===== config.mk =====
export PLATFORM = sky130hd
export DESIGN_NAME = delimited_region_finder_top
export DESIGN_NICKNAME = d
export VERILOG_FILES = /design/src/design/drf_pkg.sv /design/src/design/delimited_region_finder_top.sv
export SDC_FILE = /design/constraint.sdc
export NUM_CORES = 2
export LEC_CHECK = 0
export BUFFER_PORTS_ARGS = -buffer_cell sky130_fd_sc_hd__buf_2
export CORE_MARGIN = 3
export CORE_UTILIZATION = 35
export CTS_BUF_LIST = sky130_fd_sc_hd__clkbuf_16
export CTS_CLUSTER_SIZE = 25
export DETAILED_ROUTE_END_ITERATION = 7
export HOLD_SLACK_MARGIN = 0.03
export PLACE_DENSITY_LB_ADDON = 0.15
export SLEW_MARGIN = 20
export SYNTH_ARGS = -nofsm -noshare
export SYNTH_HDL_FRONTEND = slang
export SYNTH_SLANG_ARGS = --single-unit

===== constraint.sdc =====
create_clock -name i_clk -period 10.2 [get_ports i_clk]
set_input_delay 1.53 -clock i_clk [delete_from_list [all_inputs] [get_ports i_clk]]
set_output_delay 1.53 -clock i_clk [all_outputs]
set_load 0.02 [all_outputs]

===== src/design/drf_pkg.sv =====
// ============================================================================
// drf_pkg
// Shared types and constants of the delimited region finder: register map,
// marker pattern layout and output packing.
// ============================================================================
package drf_pkg;

    localparam int LEN_W        = 5;
    localparam int PAT_BYTES    = 16;
    localparam int OFFS_W       = 32;
    localparam int MAX_RESULTS  = 16;
    localparam int APB_ADDR_W   = 6;
    localparam int APB_DATA_W   = 64;
    localparam int IN_DATA_W    = 8;
    localparam int OUT_DATA_W   = 2 * OFFS_W;

    typedef logic [LEN_W-1:0]           t_len;
    typedef logic [OFFS_W-1:0]          t_offs;
    typedef logic [PAT_BYTES-1:0][7:0]  t_pattern;

    // register indexes, byte address is 8 * index
    typedef logic [2:0] t_reg_idx;
    localparam t_reg_idx REG_START_LEN  = 3'd0;
    localparam t_reg_idx REG_START_LO   = 3'd1;
    localparam t_reg_idx REG_START_HI   = 3'd2;
    localparam t_reg_idx REG_END_LEN    = 3'd3;
    localparam t_reg_idx REG_END_LO     = 3'd4;
    localparam t_reg_idx REG_END_HI     = 3'd5;

endpackage


===== src/design/delimited_region_finder_top.sv =====
// ============================================================================
// delimited_region_finder_top
// Finds regions of a byte stream framed by a start and an end marker.
//
// Usage: bytes enter on the s_axis channel, one per transaction, with tuser
// set on the first byte of a new stream (clears history, byte position and
// pending starts). Each start marker match queues the offset just past the
// marker; an end marker match pops every queued start at or before the end
// marker, oldest first, up to 16 per byte. Each popped start gives one
// m_axis transaction with the content start and end offsets; tlast marks the
// final region for that byte, tuser flags starts dropped on a full queue.
// Markers and lengths must be set over the APB port only while the block is
// idle; the block does not enforce this. A byte is matched in the cycle after
// it is taken; regions leave via the single output register. A byte is taken
// per cycle while it gives at most one region and m_axis does not stall; more
// regions hold the input, as the queue pops one entry per cycle while the
// output register is free. After reset the queue is empty, both marker lengths
// are 1 and the patterns are zero. When m_axis stalls, the output register
// holds its transaction and the input stalls once a new region is ready.
// ============================================================================
module delimited_region_finder_top #(
    parameter int MAX_MARKER_BYTES = 16,
    parameter int PENDING_DEPTH    = 16
) (
    input  logic                              i_clk,
    input  logic                              i_rst_n,
    // stream in
    input  logic                              s_axis_tvalid,
    output logic                              s_axis_tready,
    input  logic [drf_pkg::IN_DATA_W-1:0]     s_axis_tdata,   // data_byte
    input  logic [0:0]                        s_axis_tuser,   // new_stream
    // regions out
    output logic                              m_axis_tvalid,
    input  logic                              m_axis_tready,
    output logic [drf_pkg::OUT_DATA_W-1:0]    m_axis_tdata,   // content_start, content_end
    output logic [0:0]                        m_axis_tuser,   // starts_dropped
    output logic                              m_axis_tlast,   // last_of_run
    // configuration
    input  logic                              psel,
    input  logic                              penable,
    input  logic                              pwrite,
    input  logic [drf_pkg::APB_ADDR_W-1:0]    paddr,
    input  logic [drf_pkg::APB_DATA_W-1:0]    pwdata,
    output logic [drf_pkg::APB_DATA_W-1:0]    prdata,
    output logic                              pready
);
    import drf_pkg::*;

    localparam int CNT_W = $clog2(PENDING_DEPTH + 1);
    localparam int NEXT_IDX = (PENDING_DEPTH > 1) ? 1 : 0;

    // configuration registers
    t_len     r_start_len;
    t_len     r_end_len;
    t_pattern r_start_pat;
    t_pattern r_end_pat;
    t_reg_idx reg_idx;
    logic     cfg_wr;

    // input stage
    logic                              r_a_valid;
    logic [MAX_MARKER_BYTES-1:0][7:0]  r_win;
    logic [MAX_MARKER_BYTES-1:0][7:0]  n_win;
    t_len                              r_fill;
    t_len                              n_fill;
    t_offs                             r_pos;
    t_offs                             n_pos;
    t_offs                             r_bytes;

    // pending queue, entry 0 is the oldest
    t_offs                 r_q [PENDING_DEPTH];
    t_offs                 n_q [PENDING_DEPTH];
    logic [CNT_W-1:0]      r_count;
    logic [CNT_W-1:0]      n_count;
    logic [CNT_W-1:0]      cnt_after;
    logic                  r_ovf;
    logic                  n_ovf;
    t_len                  r_nres;

    // output register
    logic                  r_o_valid;
    logic [OUT_DATA_W-1:0] r_o_data;
    logic                  r_o_user;
    logic                  r_o_last;

    // matching and control
    t_len  slen;
    t_len  elen;
    logic  start_hit;
    logic  end_hit;
    logic  elig0;
    logic  elig1;
    logic  cand;
    logic  out_free;
    logic  pop;
    logic  last;
    logic  done;
    logic  push;
    logic  accept;
    t_offs end_off;

    // ------------------------------------------------------------------------
    // configuration port
    // ------------------------------------------------------------------------
    assign pready  = 1'b1;
    assign reg_idx = paddr[APB_ADDR_W-1:3];
    assign cfg_wr  = psel & penable & pwrite & pready;

    always_comb begin
        unique case (reg_idx)
            REG_START_LEN: prdata = {{(APB_DATA_W-LEN_W){1'b0}}, r_start_len};
            REG_START_LO:  prdata = r_start_pat[7:0];
            REG_START_HI:  prdata = r_start_pat[15:8];
            REG_END_LEN:   prdata = {{(APB_DATA_W-LEN_W){1'b0}}, r_end_len};
            REG_END_LO:    prdata = r_end_pat[7:0];
            REG_END_HI:    prdata = r_end_pat[15:8];
            default:       prdata = '0;
        endcase
    end

    always_ff @(posedge i_clk) begin
        if (!i_rst_n) begin
            r_start_len <= LEN_W'(1);
            r_end_len   <= LEN_W'(1);
            r_start_pat <= '0;
            r_end_pat   <= '0;
        end else if (cfg_wr) begin
            unique case (reg_idx)
                REG_START_LEN: r_start_len       <= pwdata[LEN_W-1:0];
                REG_START_LO:  r_start_pat[7:0]  <= pwdata;
                REG_START_HI:  r_start_pat[15:8] <= pwdata;
                REG_END_LEN:   r_end_len         <= pwdata[LEN_W-1:0];
                REG_END_LO:    r_end_pat[7:0]    <= pwdata;
                REG_END_HI:    r_end_pat[15:8]   <= pwdata;
                default: ;
            endcase
        end
    end

    // ------------------------------------------------------------------------
    // marker matching on the registered window
    // ------------------------------------------------------------------------
    always_comb begin
        slen = r_start_len;
        if (slen == '0) begin
            slen = LEN_W'(1);
        end else if (slen > LEN_W'(MAX_MARKER_BYTES)) begin
            slen = LEN_W'(MAX_MARKER_BYTES);
        end
        elen = r_end_len;
        if (elen == '0) begin
            elen = LEN_W'(1);
        end else if (elen > LEN_W'(MAX_MARKER_BYTES)) begin
            elen = LEN_W'(MAX_MARKER_BYTES);
        end
    end

    always_comb begin
        t_len sidx;
        t_len eidx;
        start_hit = (r_fill >= slen);
        end_hit   = (r_fill >= elen);
        for (int k = 0; k < MAX_MARKER_BYTES; k++) begin
            sidx = slen - LEN_W'(1) - LEN_W'(k);
            eidx = elen - LEN_W'(1) - LEN_W'(k);
            if ((LEN_W'(k) < slen) && (r_win[k] != r_start_pat[sidx[3:0]])) begin
                start_hit = 1'b0;
            end
            if ((LEN_W'(k) < elen) && (r_win[k] != r_end_pat[eidx[3:0]])) begin
                end_hit = 1'b0;
            end
        end
    end

    // ------------------------------------------------------------------------
    // pop one pending start per cycle while the output is free, push at the end of the byte
    // ------------------------------------------------------------------------
    assign end_off  = r_pos - OFFS_W'(elen - LEN_W'(1));
    assign elig0    = (r_pos - r_q[0]) >= OFFS_W'(elen - LEN_W'(1));
    assign elig1    = (r_pos - r_q[NEXT_IDX]) >= OFFS_W'(elen - LEN_W'(1));
    assign out_free = !r_o_valid || m_axis_tready;
    assign cand     = r_a_valid && end_hit && (r_count != '0)
                      && (r_nres < LEN_W'(MAX_RESULTS)) && elig0;
    assign pop      = cand && out_free;
    assign last     = !((r_count > CNT_W'(1)) && (r_nres + LEN_W'(1) < LEN_W'(MAX_RESULTS))
                        && elig1);
    assign done     = r_a_valid && (cand ? (out_free && last) : 1'b1);
    assign cnt_after = r_count - CNT_W'(pop);
    assign push     = done && start_hit && (cnt_after < CNT_W'(PENDING_DEPTH));

    assign s_axis_tready = !r_a_valid || done;
    assign accept        = s_axis_tvalid && s_axis_tready;

    always_comb begin
        n_count = cnt_after + CNT_W'(push);
        n_ovf   = r_ovf;
        if (done) begin
            if ((r_nres != '0) || pop) begin
                n_ovf = 1'b0;
            end
            if (start_hit && !push) begin
                n_ovf = 1'b1;
            end
        end
        if (accept && s_axis_tuser[0]) begin
            n_count = '0;
            n_ovf   = 1'b0;
        end
    end

    always_comb begin
        for (int i = 0; i < PENDING_DEPTH; i++) begin
            n_q[i] = r_q[i];
            if (pop && (i < PENDING_DEPTH - 1)) begin
                n_q[i] = r_q[(i < PENDING_DEPTH - 1) ? i + 1 : i];
            end
            if (push && (CNT_W'(i) == cnt_after)) begin
                n_q[i] = r_pos + OFFS_W'(1);
            end
        end
    end

    always_ff @(posedge i_clk) begin
        r_q <= n_q;
    end

    // ------------------------------------------------------------------------
    // input stage: window shift and byte position
    // ------------------------------------------------------------------------
    always_comb begin
        n_win  = s_axis_tuser[0] ? '0 : r_win;
        n_fill = s_axis_tuser[0] ? '0 : r_fill;
        n_pos  = s_axis_tuser[0] ? '0 : r_bytes;
        for (int k = MAX_MARKER_BYTES - 1; k > 0; k--) begin
            n_win[k] = n_win[k-1];
        end
        n_win[0] = s_axis_tdata;
        if (n_fill < LEN_W'(MAX_MARKER_BYTES)) begin
            n_fill = n_fill + LEN_W'(1);
        end
    end

    always_ff @(posedge i_clk) begin
        if (!i_rst_n) begin
            r_a_valid <= 1'b0;
            r_win     <= '0;
            r_fill    <= '0;
            r_pos     <= '0;
            r_bytes   <= '0;
            r_count   <= '0;
            r_ovf     <= 1'b0;
            r_nres    <= '0;
            r_o_valid <= 1'b0;
        end else begin
            r_count <= n_count;
            r_ovf   <= n_ovf;
            if (accept) begin
                r_a_valid <= 1'b1;
                r_win     <= n_win;
                r_fill    <= n_fill;
                r_pos     <= n_pos;
                r_bytes   <= n_pos + OFFS_W'(1);
            end else if (done) begin
                r_a_valid <= 1'b0;
            end
            if (done) begin
                r_nres <= '0;
            end else if (pop) begin
                r_nres <= r_nres + LEN_W'(1);
            end
            if (pop) begin
                r_o_valid <= 1'b1;
            end else if (m_axis_tready) begin
                r_o_valid <= 1'b0;
            end
        end
    end

    // output payload
    always_ff @(posedge i_clk) begin
        if (pop) begin
            r_o_data <= {end_off, r_q[0]};
            r_o_user <= r_ovf;
            r_o_last <= last;
        end
    end

    assign m_axis_tvalid   = r_o_valid;
    assign m_axis_tdata    = r_o_data;
    assign m_axis_tuser[0] = r_o_user;
    assign m_axis_tlast    = r_o_last;

    // ------------------------------------------------------------------------
    // assertions
    // ------------------------------------------------------------------------
    a_count_bound: assert property (@(posedge i_clk) disable iff (!i_rst_n)
        r_count <= CNT_W'(PENDING_DEPTH))
        else $error("pending count above queue depth");

    a_run_bound: assert property (@(posedge i_clk) disable iff (!i_rst_n)
        r_nres <= LEN_W'(MAX_RESULTS))
        else $error("too many regions for one byte");

    a_pop_needs_slot: assert property (@(posedge i_clk) disable iff (!i_rst_n)
        (r_o_valid && !m_axis_tready)
            |=> $stable(r_o_data) && $stable(r_o_user) && $stable(r_o_last))
        else $error("output transaction changed while stalled");

    a_idle_ready: assert property (@(posedge i_clk) disable iff (!i_rst_n)
        !r_a_valid |-> s_axis_tready)
        else $error("input stalled with empty input stage");

endmodule

# After elaboration in Yosys (flattened, before gate mapping)

Cells that the tools add are included.

Register bits after elaboration: 1,054
Logic and storage cells: 493
Output and inout bits: 133
Bits of input ports: 86

Reductions and logical operators: 102
$add $sub $neg: 42
Muxes and demuxes: 142
Equal/unequal tests: 52
Bitwise operators: 3
Order comparisons: 75

Operators with widths:

| kind                  | number |
|---|---|
| $bmux 8 s4            | 32 |
| $mux 32               | 31 |
| $pmux 64 s6           | 1 |
| $mux 8                | 32 |
| $ne 8x8->1            | 32 |
| $lt 4x5->1 const B    | 32 |
| $mux 120              | 1 |
| $sub 32x32->32        | 3 |
| $lt 4x5->1 const A    | 16 |
| $add 32x1->32 const B | 2 |
| $ge 32x32->1          | 2 |
| $sub 4x4->4 const B   | 16 |
| $logic_and 1x1->1     | 62 |
| $eq 4x5->1 const A    | 8 |
| $lt 3x5->1 const A    | 8 |
| $mux 1                | 39 |
| $reduce_bool 2->1     | 18 |
| $sub 4x3->4 const B   | 8 |
| $mux 5                | 6 |
| $eq 3x5->1 const A    | 4 |
| $lt 1x5->1 const A    | 4 |
| $lt 2x5->1 const A    | 4 |
| $lt 5x5->1 const B    | 4 |
| $sub 4x1->4 const B   | 4 |
| 22 further kinds      | 47 |

# Logic depth before layout (Yosys ltp)

Depth in word-level cells: 36
Mapped depth: 42
Mapped depth without buffers: 38

# Least setup slack after synthesis

OpenSTA, ideal clock, no wires.

Path kind: register to register
Start: register r_end_len[1]
End: register r_q[224] (netlist bit), enable pin
Library setup time: 0.389 ns
Required time: 9.811 ns
Buffers on the path: 11
Arrival time: 10.970 ns
Cell stages (with the launch flop): 35
Path slack: -1.160 ns
Clock period less this slack: 11.360 ns
Cell sequence: dfxtp_1 clkbuf_1 nor2b_1 buf_2 inv_2 buf_2 buf_2 buf_2 clkbuf_1 ha_1 clkbuf_1 clkinv_1 buf_1 ha_1 nand3_1 and3_1 nor2_1 mux4_2 xnor2_1 nand3_1 nor4_1 a41oi_1 a221oi_2 or4b_1 buf_2 clkbuf_1 inv_1 ha_1 ha_1 xor2_1 or3_1 a2111oi_2 nand2_1 buf_2 nand2_1

Word-level cells in the longest chain between the ends: 34
Elaborated cells on any way between the ends: 137
Classes of those cells: add/sub (18); order compare (21); eq/ne (17); mux (51); reduce/logical (30)

Ends and longest elaborated chain:

| item                                                       | line                                                                   | RTL |
|---|---|---|
| from (decl)                                                | delimited_region_finder_top.sv:54                                      | `t_len r_end_len;` |
| from (signal assigned)                                     | delimited_region_finder_top.sv:132                                     | `REG_END_LEN: r_end_len <= pwdata[LEN_W-1:0];` |
| $gt 5x5->1                                                 | delimited_region_finder_top.sv:153                                     | `end else if (elen > LEN_W'(MAX_MARKER_BYTES)) begin` |
| $mux 5                                                     | delimited_region_finder_top.sv:153                                     |  |
| $mux 5 *                                                   | delimited_region_finder_top.sv:151                                     | `if (elen == '0) begin` |
| $sub 4x1->4                                                | delimited_region_finder_top.sv:165                                     | `eidx = elen - LEN_W'(1) - LEN_W'(k);` |
| $sub 4x1->4 or $bmux 8 s4 (tied branches)                  | delimited_region_finder_top.sv:165, delimited_region_finder_top.sv:169 |  |
| $bmux 8 s4 or $mux 8 (tied branches)                       | delimited_region_finder_top.sv:169                                     | `if ((LEN_W'(k) < elen) && (r_win[k] != r_end_pat[eidx[3:0]])) begin` |
| $mux 8 (not written as such) or $ne 8x8->1 (tied branches) | delimited_region_finder_top.sv:169                                     |  |
| $ne 8x8->1 or $logic_and 1x1->1 (tied branches)            | delimited_region_finder_top.sv:169                                     |  |
| [19 not listed]                                            | -                                                                      |  |
| $logic_and 1x1->1 *                                        | delimited_region_finder_top.sv:183                                     | `&& (r_nres < LEN_W'(MAX_RESULTS)) && elig0;` |
| $logic_and 1x1->1 *                                        | delimited_region_finder_top.sv:184                                     | `assign pop = cand && out_free;` |
| via pop                                                    | delimited_region_finder_top.sv:95                                      | `logic pop;` |
| $sub 5x1->5                                                | delimited_region_finder_top.sv:188                                     | `assign cnt_after = r_count - CNT_W'(pop);` |
| $lt 5x5->1                                                 | delimited_region_finder_top.sv:189                                     | `assign push = done && start_hit && (cnt_after < CNT_W'(PENDING_DEPTH));` |
| $logic_and 1x1->1                                          | delimited_region_finder_top.sv:189                                     |  |
| $logic_and 1x1->1                                          | delimited_region_finder_top.sv:217                                     | `if (push && (CNT_W'(i) == cnt_after)) begin` |
| $reduce_bool 2->1 (no line) *                              | -                                                                      |  |
| to (signal assigned)                                       | delimited_region_finder_top.sv:224                                     | `r_q <= n_q;` |
| to (decl)                                                  | delimited_region_finder_top.sv:71                                      | `t_offs r_q [PENDING_DEPTH];` |

Mark *: on every way through the listed nets, which the timed path passes. The rest lies on a longest branch. The select of a mux whose other input is x is not followed.
A chain may end at the register's enable or synchronous reset.

# Worst setup path after layout

Start: register r_end_len[4]
End: register r_q[496] (netlist bit), enable pin

Same word-level chain as after synthesis.

==> results.txt <==
----------------------------------------------------
[Synthesis]
  Leading cell types by total area after synthesis ... sky130_fd_sc_hd__edfxtp_1 (26%), sky130_fd_sc_hd__dfxtp_1 (14%), sky130_fd_sc_hd__mux4_2 (13%), sky130_fd_sc_hd__mux2i_1 (6.4%), sky130_fd_sc_hd__mux2_2 (4.9%)
  Post-synthesis cell area ... 0.0662 mm2
  Synthesized flop and latch total ... 1054
  Yosys warnings ... 0
  Most common flop cell mapped by yosys ... sky130_fd_sc_hd__edfxtp_1
  Share of synthesized area occupied by flip-flops and latches ... 40.6%
  Post-synth EDFFs ... 578
  Number of cells produced by synthesis ... 5775
  Yosys top cell by area ... sky130_fd_sc_hd__edfxtp_1
  Average footprint of a synthesized cell ... 11.5 um2
  Post-synthesis cell type count ... 97
  Fraction of synthesis flops using an asynchronous set or reset pin ... 0%
  Area share of the largest cell type after synthesis ... 26.2%

[Drt]
  Uppermost routed layer ... met5
  Antenna-violating nets left ... 0
  Vias after detailed routing ... 49800
  Drt pass-1 iters ... 6
  WL met3 ... 23400 um
  Detail-routed net length per standard cell ... 28.3 um
  Sum of met2 wire segment lengths after detailed routing ... 106000 um
  Met1 WL ... 103000 um
  Vias per Instance ... 5.79
  DRT Wirelength ... 244000 um
  DRC violation total after the first TritonRoute iteration ... 5406
  DRC violations left ... 0

[Place]
  Placer Congestion ... 1.05
  Detail Placement HPWL ... 186000 um
  Cell area after placement ... 0.0707 mm2
  Worst slack, placed ... 791 ps
  Dpl cells ... 8350
  Port bufs ... 214

[Layout]
  Most common cell after layout, fill and taps aside ... sky130_fd_sc_hd__nand2_1
  FILL cells ... 17900
  Post-route standard cell area excluding fillers ... 0.0748 mm2
  Non-Filler Instances ... 8595
  Commonest cells after routing, fill and taps aside ... sky130_fd_sc_hd__nand2_1 (641), sky130_fd_sc_hd__edfxtp_1 (578), sky130_fd_sc_hd__dfxtp_1 (476), sky130_fd_sc_hd__mux2i_1 (426), sky130_fd_sc_hd__mux4_2 (383)
  Final nets ... 6254
  Signed area change from the synthesized netlist to the final layout ... 13.0%
  Fraction of layout cells with a size suffix above 1 ... 22.9%
  Final core utilization ... 39.8%
  Sequential cell area ... 0.0269 mm2
  Area taken by multi-input logic gates ... 0.0377 mm2

[CTS]
  Post-CTS resize count ... 0
  Number of hold-repair buffers added at the cts stage ... 0
  Number of CTS-inserted buffers ... 121
  Clock Sink Count ... 1054
  Clock-pin transition on the worst setup and hold timing paths ... 60 ps
  Root Buffer Master ... sky130_fd_sc_hd__clkbuf_16
  CTS HTree Levels ... 3
  Clock tree from TritonCTS ... built
  Setup bufs post-CTS ... 0
  Maximum count of clock buffers along a single path ... 3
  Clock network latency to the later pin of the worst-skew pair ... 830 ps

[Power and ir drop]
  Internal power ... 7.11 mW
  Gate power share ... 4.5%
  Share of total power in the clock network ... 47.6%
  Lkg Pwr ... 28.4 nW
  Peak supply drop ... 0.145 mV
  PD cells ... 125 mW/mm2
  Design Power ... 9.36 mW
  Total net switching power ... 2.25 mW
  Sequential cell fraction of total power ... 47.9%
  Switching share of power ... 24.0%

[Global routing]
  Aggregate global routing overflow ... 0
  Initial antenna violation count ... 23
  First-pass GRT wire length ... 345000 um
  Maximum number of pins on one net before global-route repair ... 132
  Global Route Usage Sum ... 24.5%
  Number of global-route vias before repair ... 47000

[Setup path]
  Longest individual stage delay on the worst path ... 760 ps
  Startpoint type of the worst setup path ... flop
  Required time at the worst-slack endpoint ... 10700 ps
  Category of the worst setup path capture point ... flop
  Maximum fanout along the worst path ... 33
  Slowest cell on the critical path ... sky130_fd_sc_hd__nor2_1
  Critical path class ... flop to flop
  WP data arrival ... 10080 ps
  Dominant cell type by count on the critical path ... sky130_fd_sc_hd__buf_4

[Timing]
  Unrepaired setup endpoints after global routing ... false
  Setup slack of the critical path after layout ... 623 ps
  Headroom to the max-slew limit ... 20.4%
  Number of setup violations in the final report ... 0
  Setup total negative slack ... 0 ps
  Fin Hold WS ... 460 ps
  Worst Skew ... 96.4 ps
  Clock period minus final worst setup slack ... 9580 ps
  Transition time of the tightest slew-check pin ... 1190 ps
  Fin crit share ... 93.9%
  Final hold violations ... 0
  Max Transition Viols Final ... 0
  Highest clock frequency the design can meet ... 104 MHz

[Worst hold path]
  Class of the worst hold path ... flop to flop

[Status]
  Status ... finished clean

[Floorplan]
  Initial Utilization ... 35.2%
  Die footprint ... 0.194 mm2
  Width of the chip ... 441 um
  Core outline area ... 0.188 mm2
  Ports ... 219
  Die outline height ... 441 um
  Floorplan row count ... 159

[Job]
  Number of max-capacitance violations reported ... 0

----------------------------------------------------
[power by group through the flow]
stage / combinational (mW) / sequential [mW] / clock (mW)
3_5_place_dp: 0.416 / 4.57 / 0
6_report: 0.425 / 4.48 / 4.45
2_1_floorplan: 0.263 / 4.56 / 0
4_1_cts: 0.418 / 4.48 / 4.57
3_3_place_gp: 0.412 / 4.57 / 0
5_1_grt: 0.454 / 4.48 / 4.72
[area by class of cell]
type	count	share of cell area, %
multi-input combinational	4282	50.4
sequential	1054	35.9
tap	2495	4.17
clock buffer	124	4.15
timing repair buffer	392	3.30
clock inverter	103	1.28
inverter	127	0.664
antenna	18	0.0602
[synthesized netlist by cell type (27+ instances only)]
cell and count:
sky130_fd_sc_hd__nand2_1 656, sky130_fd_sc_hd__edfxtp_1 578, sky130_fd_sc_hd__dfxtp_1 476, sky130_fd_sc_hd__mux2i_1 426
sky130_fd_sc_hd__mux4_2 383, sky130_fd_sc_hd__a21oi_1 378, sky130_fd_sc_hd__nor2_1 308, sky130_fd_sc_hd__mux2_2 287
sky130_fd_sc_hd__xnor2_1 270, sky130_fd_sc_hd__clkbuf_1 242, sky130_fd_sc_hd__ha_1 187, sky130_fd_sc_hd__mux2_1 143
sky130_fd_sc_hd__inv_1 114, sky130_fd_sc_hd__xor2_1 113, sky130_fd_sc_hd__o21ai_0 87, sky130_fd_sc_hd__buf_2 70
sky130_fd_sc_hd__a22o_1 67, sky130_fd_sc_hd__a221o_1 64, sky130_fd_sc_hd__mux2_4 60, sky130_fd_sc_hd__buf_1 57
sky130_fd_sc_hd__a21o_1 54, sky130_fd_sc_hd__and3_1 53, sky130_fd_sc_hd__nand4_1 53, sky130_fd_sc_hd__nor3_1 49
sky130_fd_sc_hd__nor2b_1 48, sky130_fd_sc_hd__nand3_1 47, sky130_fd_sc_hd__nand2b_1 46, sky130_fd_sc_hd__nor4_1 33
sky130_fd_sc_hd__a221oi_1 31, sky130_fd_sc_hd__a211oi_1 27
[registers in the layout, indices dropped and copies added (netlist names), 32 cells and up]
| signal | cells |
|---|---|
| m_axis_tdata | 64 |
| r_end_pat | 128 |
| r_pos | 32 |
| r_start_pat | 128 |
| r_win | 128 |
| r_bytes | 32 |
| r_q | 512 |
[final timing paths]
check                     from          endpoint  slack, ps  depth (start not counted)
setup / recovery  r_end_len[4]          r_q[496]        620                         29
hold / removal        r_q[507]  m_axis_tdata[27]        460                          0
hold reg to reg       r_q[507]  m_axis_tdata[27]        460                          0
setup reg to reg  r_end_len[4]          r_q[496]        620                         29
[kinds of logic (layout without fill, tap and decap cells)]
family / count (synthesis) / count (layout) / synth area share (%)
AOI/OAI and AO/OA: 917 / 917 / 9.31
xor gates and xnor gates: 387 / 387 / 5.18
adders and majority gates: 194 / 194 / 3.68
buffers and inverters: 519 / 746 / 3.28
DFF: 1054 / 1054 / 40.6
muxes: 1300 / 1300 / 28.2
other: 1 / 99 / 0.00566
and+or+nand+nor: 1403 / 1403 / 9.76
[routing by layer]
layer,vias to the layer above,track usage (%)
met5,-,0.882
met1,24900,32.8
met3,403,7.53
li1,22200,-
met4,8,9.85
met2,2221,36.7
[worst max-delay path, delay by kind of cell (launching register included)]
family,cells,cell delay [ps]
AND/OR/NAND/NOR,11,3510
flip-flops,1,330
XOR/XNOR,3,1520
buffers and inverters,8,2220
adder cells (fa/ha/maj),4,1100
AO/OA/AOI/OAI,3,560
Note: power is estimated with default switching activity, not from simulation.
